==> config.mk <==
export PLATFORM = sky130hd
export DESIGN_NAME = rrts_ctrl
export DESIGN_NICKNAME = d
export VERILOG_FILES = /design/src/sv/rrts_pkg.sv /design/src/sv/rrts_ctrl.sv
export SDC_FILE = /design/constraint.sdc
export NUM_CORES = 1
export LEC_CHECK = 0
export ABC_AREA = 1
export BUFFER_PORTS_ARGS = -buffer_cell sky130_fd_sc_hd__buf_2
export CAP_MARGIN = 20
export CORE_ASPECT_RATIO = 0.7
export CORE_MARGIN = 5
export CORE_UTILIZATION = 50
export CTS_BUF_LIST = sky130_fd_sc_hd__clkbuf_4 sky130_fd_sc_hd__clkbuf_8
export DETAILED_ROUTE_END_ITERATION = 12
export PLACE_DENSITY = 0.77
export SLEW_MARGIN = 0
export SYNTH_ARGS = -nofsm -noshare
export SYNTH_HDL_FRONTEND = slang
export SYNTH_SLANG_ARGS = --single-unit
==> constraint.sdc <==
create_clock -name clk_i -period 4.63 [get_ports clk_i]
set_input_delay 0.6945 -clock clk_i [delete_from_list [all_inputs] [get_ports clk_i]]
set_output_delay 0.6945 -clock clk_i [all_outputs]
set_load 0.1 [all_outputs]
==> src/sv/rrts_pkg.sv <==
// ----------------------------------------------------------------------------
// rrts_pkg
// Types and constants shared by the thermistor sampler modules.
// ----------------------------------------------------------------------------
package rrts_pkg;

  // Converter code width; the request sample field is exactly this wide.
  localparam int unsigned SampleBits = 10;
  localparam int unsigned CfgIdxBits = 1;
  localparam int unsigned CfgDataBits = 20;

  localparam logic [15:0] IntervalReset = 16'd2000;
  localparam logic [19:0] RefOhmsReset  = 20'd10000;

  localparam logic [0:0] CfgInterval = 1'b0;
  localparam logic [0:0] CfgRefOhms  = 1'b1;

  localparam logic OpTick   = 1'b0;
  localparam logic OpSample = 1'b1;

  localparam logic [1:0] KindIndicator = 2'd0;
  localparam logic [1:0] KindRequest   = 2'd1;
  localparam logic [1:0] KindTransmit  = 2'd2;

  // Q40 coefficients, Q30 ln2 and the Q16 offset.
  localparam logic [31:0] C1Q40    = 32'((64'd1129148 << 40) / 64'd1000000000);
  localparam logic [27:0] C2Q40    = 28'((64'd234125 << 40) / 64'd1000000000);
  localparam logic [23:0] C3Q40    = 24'((64'd876741 << 40) / 64'd10000000000000);
  localparam logic [29:0] Ln2Q30   = 30'd744261118;
  localparam logic [24:0] OffsetQ16 = 25'd19211878;

  typedef struct packed {
    logic                  opcode;
    logic [SampleBits-1:0] sample;
  } in_item_t;

  typedef struct packed {
    logic [1:0] kind;
    logic       indicator_on;
    logic [1:0] request_channel;
    logic [7:0] tx_byte;
    logic       last;
  } out_item_t;

  // Commands from the controller to the datapath.
  typedef struct packed {
    logic                  start;
    logic [SampleBits-1:0] sample;
  } rrts_cmd_t;

  typedef struct packed {
    logic       busy;
    logic       done;
    logic [7:0] temp;
  } rrts_sts_t;

endpackage

==> src/sv/rrts_ctrl.sv <==
// ----------------------------------------------------------------------------
// rrts_ctrl
// Tick counting, indicator, channel rotation and result sequencing.
// ----------------------------------------------------------------------------
module rrts_ctrl (
  input  logic                clk_i,
  input  logic                rst_ni,
  input  logic [15:0]         interval_i,
  input  logic                in_valid_i,
  output logic                in_ready_o,
  input  rrts_pkg::in_item_t  in_i,
  output logic                out_valid_o,
  input  logic                out_ready_i,
  output rrts_pkg::out_item_t out_o,
  output rrts_pkg::rrts_cmd_t cmd_o,
  input  rrts_pkg::rrts_sts_t sts_i
);
  import rrts_pkg::*;

  typedef enum logic [2:0] {
    C_IDLE, C_EMIT1, C_EMIT2, C_CALC, C_WAIT
  } ctrl_state_e;

  ctrl_state_e state_q;
  logic [15:0] tick_q;
  logic        led_q;
  logic [1:0]  chan_q;
  logic        pend_q;
  logic        ovalid_q;
  out_item_t   out_q;
  out_item_t   second_q;
  logic [SampleBits-1:0] sample_q;
  logic        start_q;

  logic [16:0] cnt;
  logic [15:0] capped;
  logic        accept;

  assign accept     = in_valid_i && in_ready_o;
  assign in_ready_o = (state_q == C_IDLE) && !ovalid_q;
  assign cnt        = 17'(tick_q) + 17'd1;
  assign capped     = (cnt > 17'(interval_i)) ? interval_i : cnt[15:0];

  always_ff @(posedge clk_i or negedge rst_ni) begin
    if (!rst_ni) begin
      state_q  <= C_IDLE;
      tick_q   <= '0;
      led_q    <= 1'b0;
      chan_q   <= 2'd2;
      pend_q   <= 1'b0;
      ovalid_q <= 1'b0;
      start_q  <= 1'b0;
    end else begin
      start_q <= 1'b0;
      if (ovalid_q && out_ready_i) ovalid_q <= 1'b0;
      unique case (state_q)
        C_IDLE: begin
          if (accept) begin
            if (in_i.opcode == OpTick) begin
              if (!pend_q && capped >= interval_i) begin
                tick_q   <= '0;
                led_q    <= !led_q;
                ovalid_q <= 1'b1;
                out_q    <= '{KindIndicator, !led_q, 2'd0, 8'd0, led_q};
                if (!led_q) begin
                  pend_q   <= 1'b1;
                  second_q <= '{KindRequest, 1'b1, chan_q, 8'd0, 1'b1};
                  state_q  <= C_EMIT2;
                end
              end else begin
                tick_q <= capped;
              end
            end else if (pend_q) begin
              ovalid_q <= 1'b1;
              out_q    <= '{KindTransmit, led_q, 2'd0, {6'd0, chan_q}, 1'b0};
              sample_q <= in_i.sample;
              pend_q   <= 1'b0;
              if (chan_q == 2'd1) begin
                start_q <= 1'b1;
                state_q <= C_CALC;
              end else begin
                second_q <= '{KindTransmit, led_q, 2'd0,
                              8'(in_i.sample[SampleBits-1:0]), 1'b1};
                state_q  <= C_EMIT2;
              end
              chan_q <= (chan_q == 2'd1) ? 2'd2 : (chan_q == 2'd2) ? 2'd3 : 2'd1;
            end
          end
        end
        C_CALC: begin
          state_q <= C_WAIT;
        end
        C_WAIT: begin
          if (sts_i.done) begin
            second_q <= '{KindTransmit, led_q, 2'd0, sts_i.temp, 1'b1};
            state_q  <= C_EMIT2;
          end
        end
        C_EMIT2: begin
          if (!ovalid_q || out_ready_i) begin
            ovalid_q <= 1'b1;
            out_q    <= second_q;
            state_q  <= C_EMIT1;
          end
        end
        C_EMIT1: begin
          state_q <= C_IDLE;
        end
        default: state_q <= C_IDLE;
      endcase
    end
  end

  assign out_valid_o = ovalid_q;
  assign out_o       = out_q;
  assign cmd_o.start  = start_q;
  assign cmd_o.sample = sample_q;

`ifndef SYNTHESIS
  // A lowered interval may leave the count above it until the next tick.
  a_tick_cap: assert property (@(posedge clk_i) disable iff (!rst_ni)
    (accept && in_i.opcode == OpTick) |=> tick_q <= $past(interval_i))
    else $error("tick count above interval");
  a_calc_busy: assert property (@(posedge clk_i) disable iff (!rst_ni)
    start_q |=> sts_i.busy) else $error("datapath did not start");
  a_no_accept_out: assert property (@(posedge clk_i) disable iff (!rst_ni)
    accept |-> !ovalid_q) else $error("accepted while result held");
`endif
endmodule

* Word level (Yosys, flattened, before mapping)
Index checks and enable logic that the tools add are counted.
Storage, ports and cells: register bits after elaboration 63, bits of input ports 41, word-level logic and storage cells 97
Cells by class: add/subtract/negate cells 1, $lt $le $gt $ge 2, equality and inequality tests 13, muxes and demuxes 42, bitwise operators 1, reductions and logical operators 20
Operator list (number):
- $mux 14 | 12
- $pmux 14 s2 | 2
- $mux 16 | 2
- $mux 3 | 7
- $add 16x1->17 const B | 1
- $gt 17x16->1 | 1
- $ge 16x16->1 | 1
- $mux 1 | 15
- $pmux 3 s4 | 1
- $reduce_and 4->1 | 3
- $reduce_and 6->1 | 2
- $ne 3x3->1 const B | 3
- $ne 2x2->1 const B | 4
- $reduce_and 8->1 | 1
- $eq 3x2->1 const B | 2
- $reduce_bool 2->1 | 3
- $reduce_and 5->1 | 1
- $logic_and 1x1->1 | 4
- $mux 2 | 2
- $eq 3x3->1 const B | 1
- $logic_not 1->1 | 3
- $logic_not 3->1 | 1
- $ne 3x2->1 const B | 1
- $reduce_and 3->1 | 1
- other kinds (5) | 5

* Longest topological paths before layout
depth after elaboration 9, mapped depth 38

* Least setup slack after synthesis
OpenSTA, ideal clock, no wires.
kind reg2reg, start point register tick_q[0], end point register out_q (netlist bit out_o[0]) (enable), arrival time 4.439 ns, data required time 4.227 ns, setup slack -0.212 ns, stages on the path, launching flop included 28, buffers on the path 1, clock period less this slack 4.842 ns, cells stage by stage dfrtp_1 ha_1 nand3_1 inv_2 nand2_4 nor3_1 xnor2_1 inv_1 ha_1 nand2_1 nor4b_1 nand3_1 nand2_2 nand2_4 buf_12 nand2_2 nand2_2 ha_1 nand2_1 inv_1 nand3_1 nor3_1 nand2_1 nand3_1 nand2_1 nand2_1 nand2_1 nor3_1
Between the ends: longest elaborated chain between the ends 7
RTL lines:
- start, declared | RTL line rrts_ctrl.sv:25 | logic [15:0] tick_q;
- start signal, assigned | RTL line rrts_ctrl.sv:71 | tick_q <= capped;
- $add 16x1->17 * | RTL line rrts_ctrl.sv:41 | assign cnt = 17'(tick_q) + 17'd1;
- $gt 17x16->1 | RTL line rrts_ctrl.sv:42 | assign capped = (cnt > 17'(interval_i)) ? interval_i : cnt[15:0];
- $mux 16 * | RTL line rrts_ctrl.sv:42
- $ge 16x16->1 * | RTL line rrts_ctrl.sv:60 | if (!pend_q && capped >= interval_i) begin
- $logic_and 1x1->1 * | RTL line rrts_ctrl.sv:60
- $ne 3x2->1 (no line) *
- $reduce_and 6->1 (no line) *
- end signal, assigned | RTL line rrts_ctrl.sv:64 | out_q <= '{KindIndicator, !led_q, 2'd0, 8'd0, led_q};
- end signal, assigned | RTL line rrts_ctrl.sv:75 | out_q <= '{KindTransmit, led_q, 2'd0, {6'd0, chan_q}, 1'b0};
- end signal, assigned | RTL line rrts_ctrl.sv:102 | out_q <= second_q;
- end, declared | RTL line rrts_ctrl.sv:30 | out_item_t out_q;
Mark *: on every way between the ends. The rest lies on a longest branch, timed or not. A chain may end at the register's enable or synchronous reset.

* Worst setup path after layout
start point register tick_q[0], end point register out_q (netlist bit out_o[9]) (enable)
Same word-level chain as after synthesis.

==> summary.md <==
| Metric | Value |
|---|---|
| Clock Pin Slew Worst Setup and Hold Paths | 0.07 ns |
| Synthesized area per cell | approximately 8.2 sq um |
| Met2 global-route usage | about a quarter |
| GR peak layer | met1 |
| Starting density of the core | 51.3% |
| Detail Route Antenna Nets | 0 |
| Die height | 85.1 microns |
| Crit path from | tick_q[0]$_DFFE_PN0P_ |
| CP peak stage delay | ~0.43 ns |
| Port Buf Inserts | 66 |
| Cts bufs inserted | 9 |
| Mapped Area | 4020 sq um |
| DR WL/cell | about 13 microns |
| Critical Path Most Common Cell | nand2_2 |
| Worst r2r dst | out_o[9]$_SDFFCE_PN0P_ |
| Fill cells | about 670 |
| Register area | around 1700 sq um |
| Pin count of the biggest net entering global routing | 21 |
| Required time worst endpoint | ~4.7 ns |
| Fin Hold WS | approximately 0.27 ns |
| R2r startpoint | tick_q[0]$_DFFE_PN0P_ |
| Critical Path End | out_o[9]$_SDFFCE_PN0P_ |
| Post-DR vias/cell | ~5.1 |
| Sequential share of power | 35.0% |
| Most common cell after layout, fill and taps aside | nand2_1 |
| Flip-flop and latch count after synthesis | 62 |
| DR iter-0 viols | ~230 |
| Global-route wire length before repair | between 10,000 and 15,000 microns |
| Final Max Tran Viols | 0 |
| Cell Int Power | between 1000 and 1500 uW |
| Fin cells | about 680 |
| Status | finished, final reports clean |
| Yosys warnings | 0 |
| Clock share of power | 23.1% |
| Net Sw Frac | between 40 and 50% |
| CP Launch Type | register |
| Vias in the first global route | a little over 3k |
| Hold Crit Class | in2async |
| Worst R2R Setup Slack | approximately 0.15 ns |
| # H-tree levels | 3 |
| Pwr dens | about 420 nW/um^2 |
| Sum Neg Setup Slack | 0 ns |
| Worst VDD drop | just under 0.5 mV |
| I/O pins | 68 |
| Final Setup Violations | 0 |
| Clock root buffer | clkbuf_8 |
| Post-Syn Instances | 493 |
| Die width | approximately 120 microns |
| Slew HR | about a third |
| Fmax | between 200 and 250 MHz |
| Antenna diode count | 0 |
| Crit. End Element | register |
| Final nets | approximately 650 |
| Multi-input gate area | approximately 2100 sq um |
| Final min period | between 4 and 5 ns |
| Clk Latency, worst-skew pair | 0.33 ns |
| DRC violations left | 0 |
| Crit path kind | reg2reg |
| Pre-CTS setup slack | 0.0659 ns |
| # Max-Cap Violations | 0 |
| Total vias in the final route | around 3.4k |
| Leakage power | 0.00265 uW |
| Post-synth cell types | 32 |
| Final Power | between 2000 and 2500 uW |
| Routed Wire Length | roughly 9000 microns |
| Sink Count | 62 |
| Syn Nets | 570 |
| Drt first pass iters | 5 |
| Reg2reg path depth | 32 |
| Core ar. | just under 8000 sq um |
| Met1 usage | between 20% and 30% |
| Overall Global Routing Usage | 18.2% |
| CTS tree | yes |
| GR Util met3 | 5.13% |
| Layout area overhead | 22.1% |
| Max Buffers Root-to-Sink | 2 |
| Skew final | roughly 0.011 ns |
| Logic pwr share | between 40% and 50% |
| Detailed placement HPWL | around 7000 microns |
| Final cycle utilization of the critical path | 96.8% |
| Placed Instances | about 650 |
| Data arrival time of the worst path | 4.54 ns |
| Setup WS post-layout | 0.149 ns |
| Full die area | between 9000 and 10,000 sq um |
| NetSw | 872 uW |
| Gr ovfl total | 0 |
| GP Congestion | 0.847 |
| Worst-Margin Slew | around 1 ns |
| Initial antenna violation count | 0 |
| Commonest non-fill, non-tap cells in the layout | 149 x nand2_1, 66 x inv_1, 66 x buf_2 |
| Final Hold Vio Count | 0 |
| Layout cell share with drive strength beyond 1 | 25.7% |
| CP max-delay cell | dfrtp_1 |
| FP Rows | 27 |
| Critical path peak fanout | 16 |
| Share of the yosys chip area belonging to registers | between 40% and 50% |
layout make-up:
class                           count  share of cell area [%]
Inverter                           68                    5.19
Sequential cell                    62                    35.4
Timing Repair Buffer               78                    10.2
Tap cell                          101                    2.57
Clock inverter                      4                   0.942
Clock buffer                       12                    3.23
Multi-Input combinational cell    352                    42.5
routing by layer:
metal,up-vias,wire length [microns]
li1,1730,-
met5,-,0
met4,0,74
met3,8,468
met2,86,4010
met1,1599,4480
critical path: cells and delay by family (launching register included):
kind / cells / cell delay (ns)
xor+xnor: 1 / 0.15
fa+ha+maj: 3 / 0.73
buf+inv: 7 / 0.78
flops: 1 / 0.43
simple gates: 21 / 2.09
what timing repair did:
item                                    4_1_cts  5_1_grt
buffers inserted                              0        6
endpoints found under the setup margin        0       44
hold buffers                                  0        0
resized for setup                             0       27
cell families (layout without fill, tap and decap cells):
logic type | count (synthesis) | in the layout | synth area share (%)
buf+inv | 79 | 162 | 8.05
compound gates | 30 | 30 | 4.10
fa+ha+maj | 36 | 36 | 11.2
flops | 62 | 62 | 43.2
simple gates | 271 | 271 | 30.2
xor+xnor | 15 | 15 | 3.27
worst min path at each step:
stage                             to               start  slack (ns)
6_report       tick_q[5]$_DFFE_PN0P_              rst_ni        0.27
5_1_grt            start_q$_DFF_PN0_              rst_ni        0.27
4_1_cts            start_q$_DFF_PN0_              rst_ni        0.26
3_5_place_dp      pend_q$_DFFE_PN0P_  pend_q$_DFFE_PN0P_        0.47
3_3_place_gp      pend_q$_DFFE_PN0P_  pend_q$_DFFE_PN0P_        0.45
2_1_floorplan  chan_q[0]$_DFFE_PN0P_              rst_ni        0.40
through the flow:
step | area, sq um | utilization (%)
after detailed placement | 4470 | 57.0
after CTS | 4670 | 59.6
after floorplan | 4030 | -
final | 4910 | 62.7
after global routing | 4910 | 62.7
after global placement | 4470 | 57.0
flip-flops by register name (all words and copies together), names as in the netlist:
register,flops
start_q,1
chan_q,2
led_q,1
pend_q,1
out_valid_o,1
tick_q,16
second_q,13
out_o,14
state_q,3
sample_q,10
Yosys cell counts:
cell type,n,area (sq um)
a31oi_1,1,6.26
o21ai_0,13,65.1
ha_1,36,450
a31o_2,1,8.76
a21oi_1,11,55.1
xor2_1,12,105
inv_1,66,248
dfstp_2,1,26.3
buf_2,3,15.0
a21o_1,3,22.5
nand2_4,2,22.5
nor3_1,7,35.0
nor4b_1,1,8.76
nand3b_1,2,15.0
nand4_4,1,21.3
buf_12,1,20.0
nand3_1,29,145
nor3_2,1,10.0
nand2_2,22,138
nor2_2,4,25.0
clkbuf_1,5,18.8
nand2_1,156,586
nor2_8,1,20.0
xnor2_1,3,26.3
dfrtp_1,24,601
nor2_1,41,154
nand4_1,2,12.5
o21bai_1,1,7.51
edfxtp_1,37,1110
nor2_4,2,22.5
buf_4,2,15.0
inv_2,2,7.51
power by group through the flow:
| stage | registers, uW | clock network, uW | logic (uW) |
|---|---|---|---|
| after floorplan | 943 | 0 | 401 |
| after global placement | 729 | 0 | 779 |
| after detailed placement | 732 | 0 | 801 |
| after CTS | 722 | 488 | 805 |
| after global routing | 732 | 516 | 946 |
| final | 725 | 478 | 871 |
No activity file was read; power rests on OpenSTA's default activity.
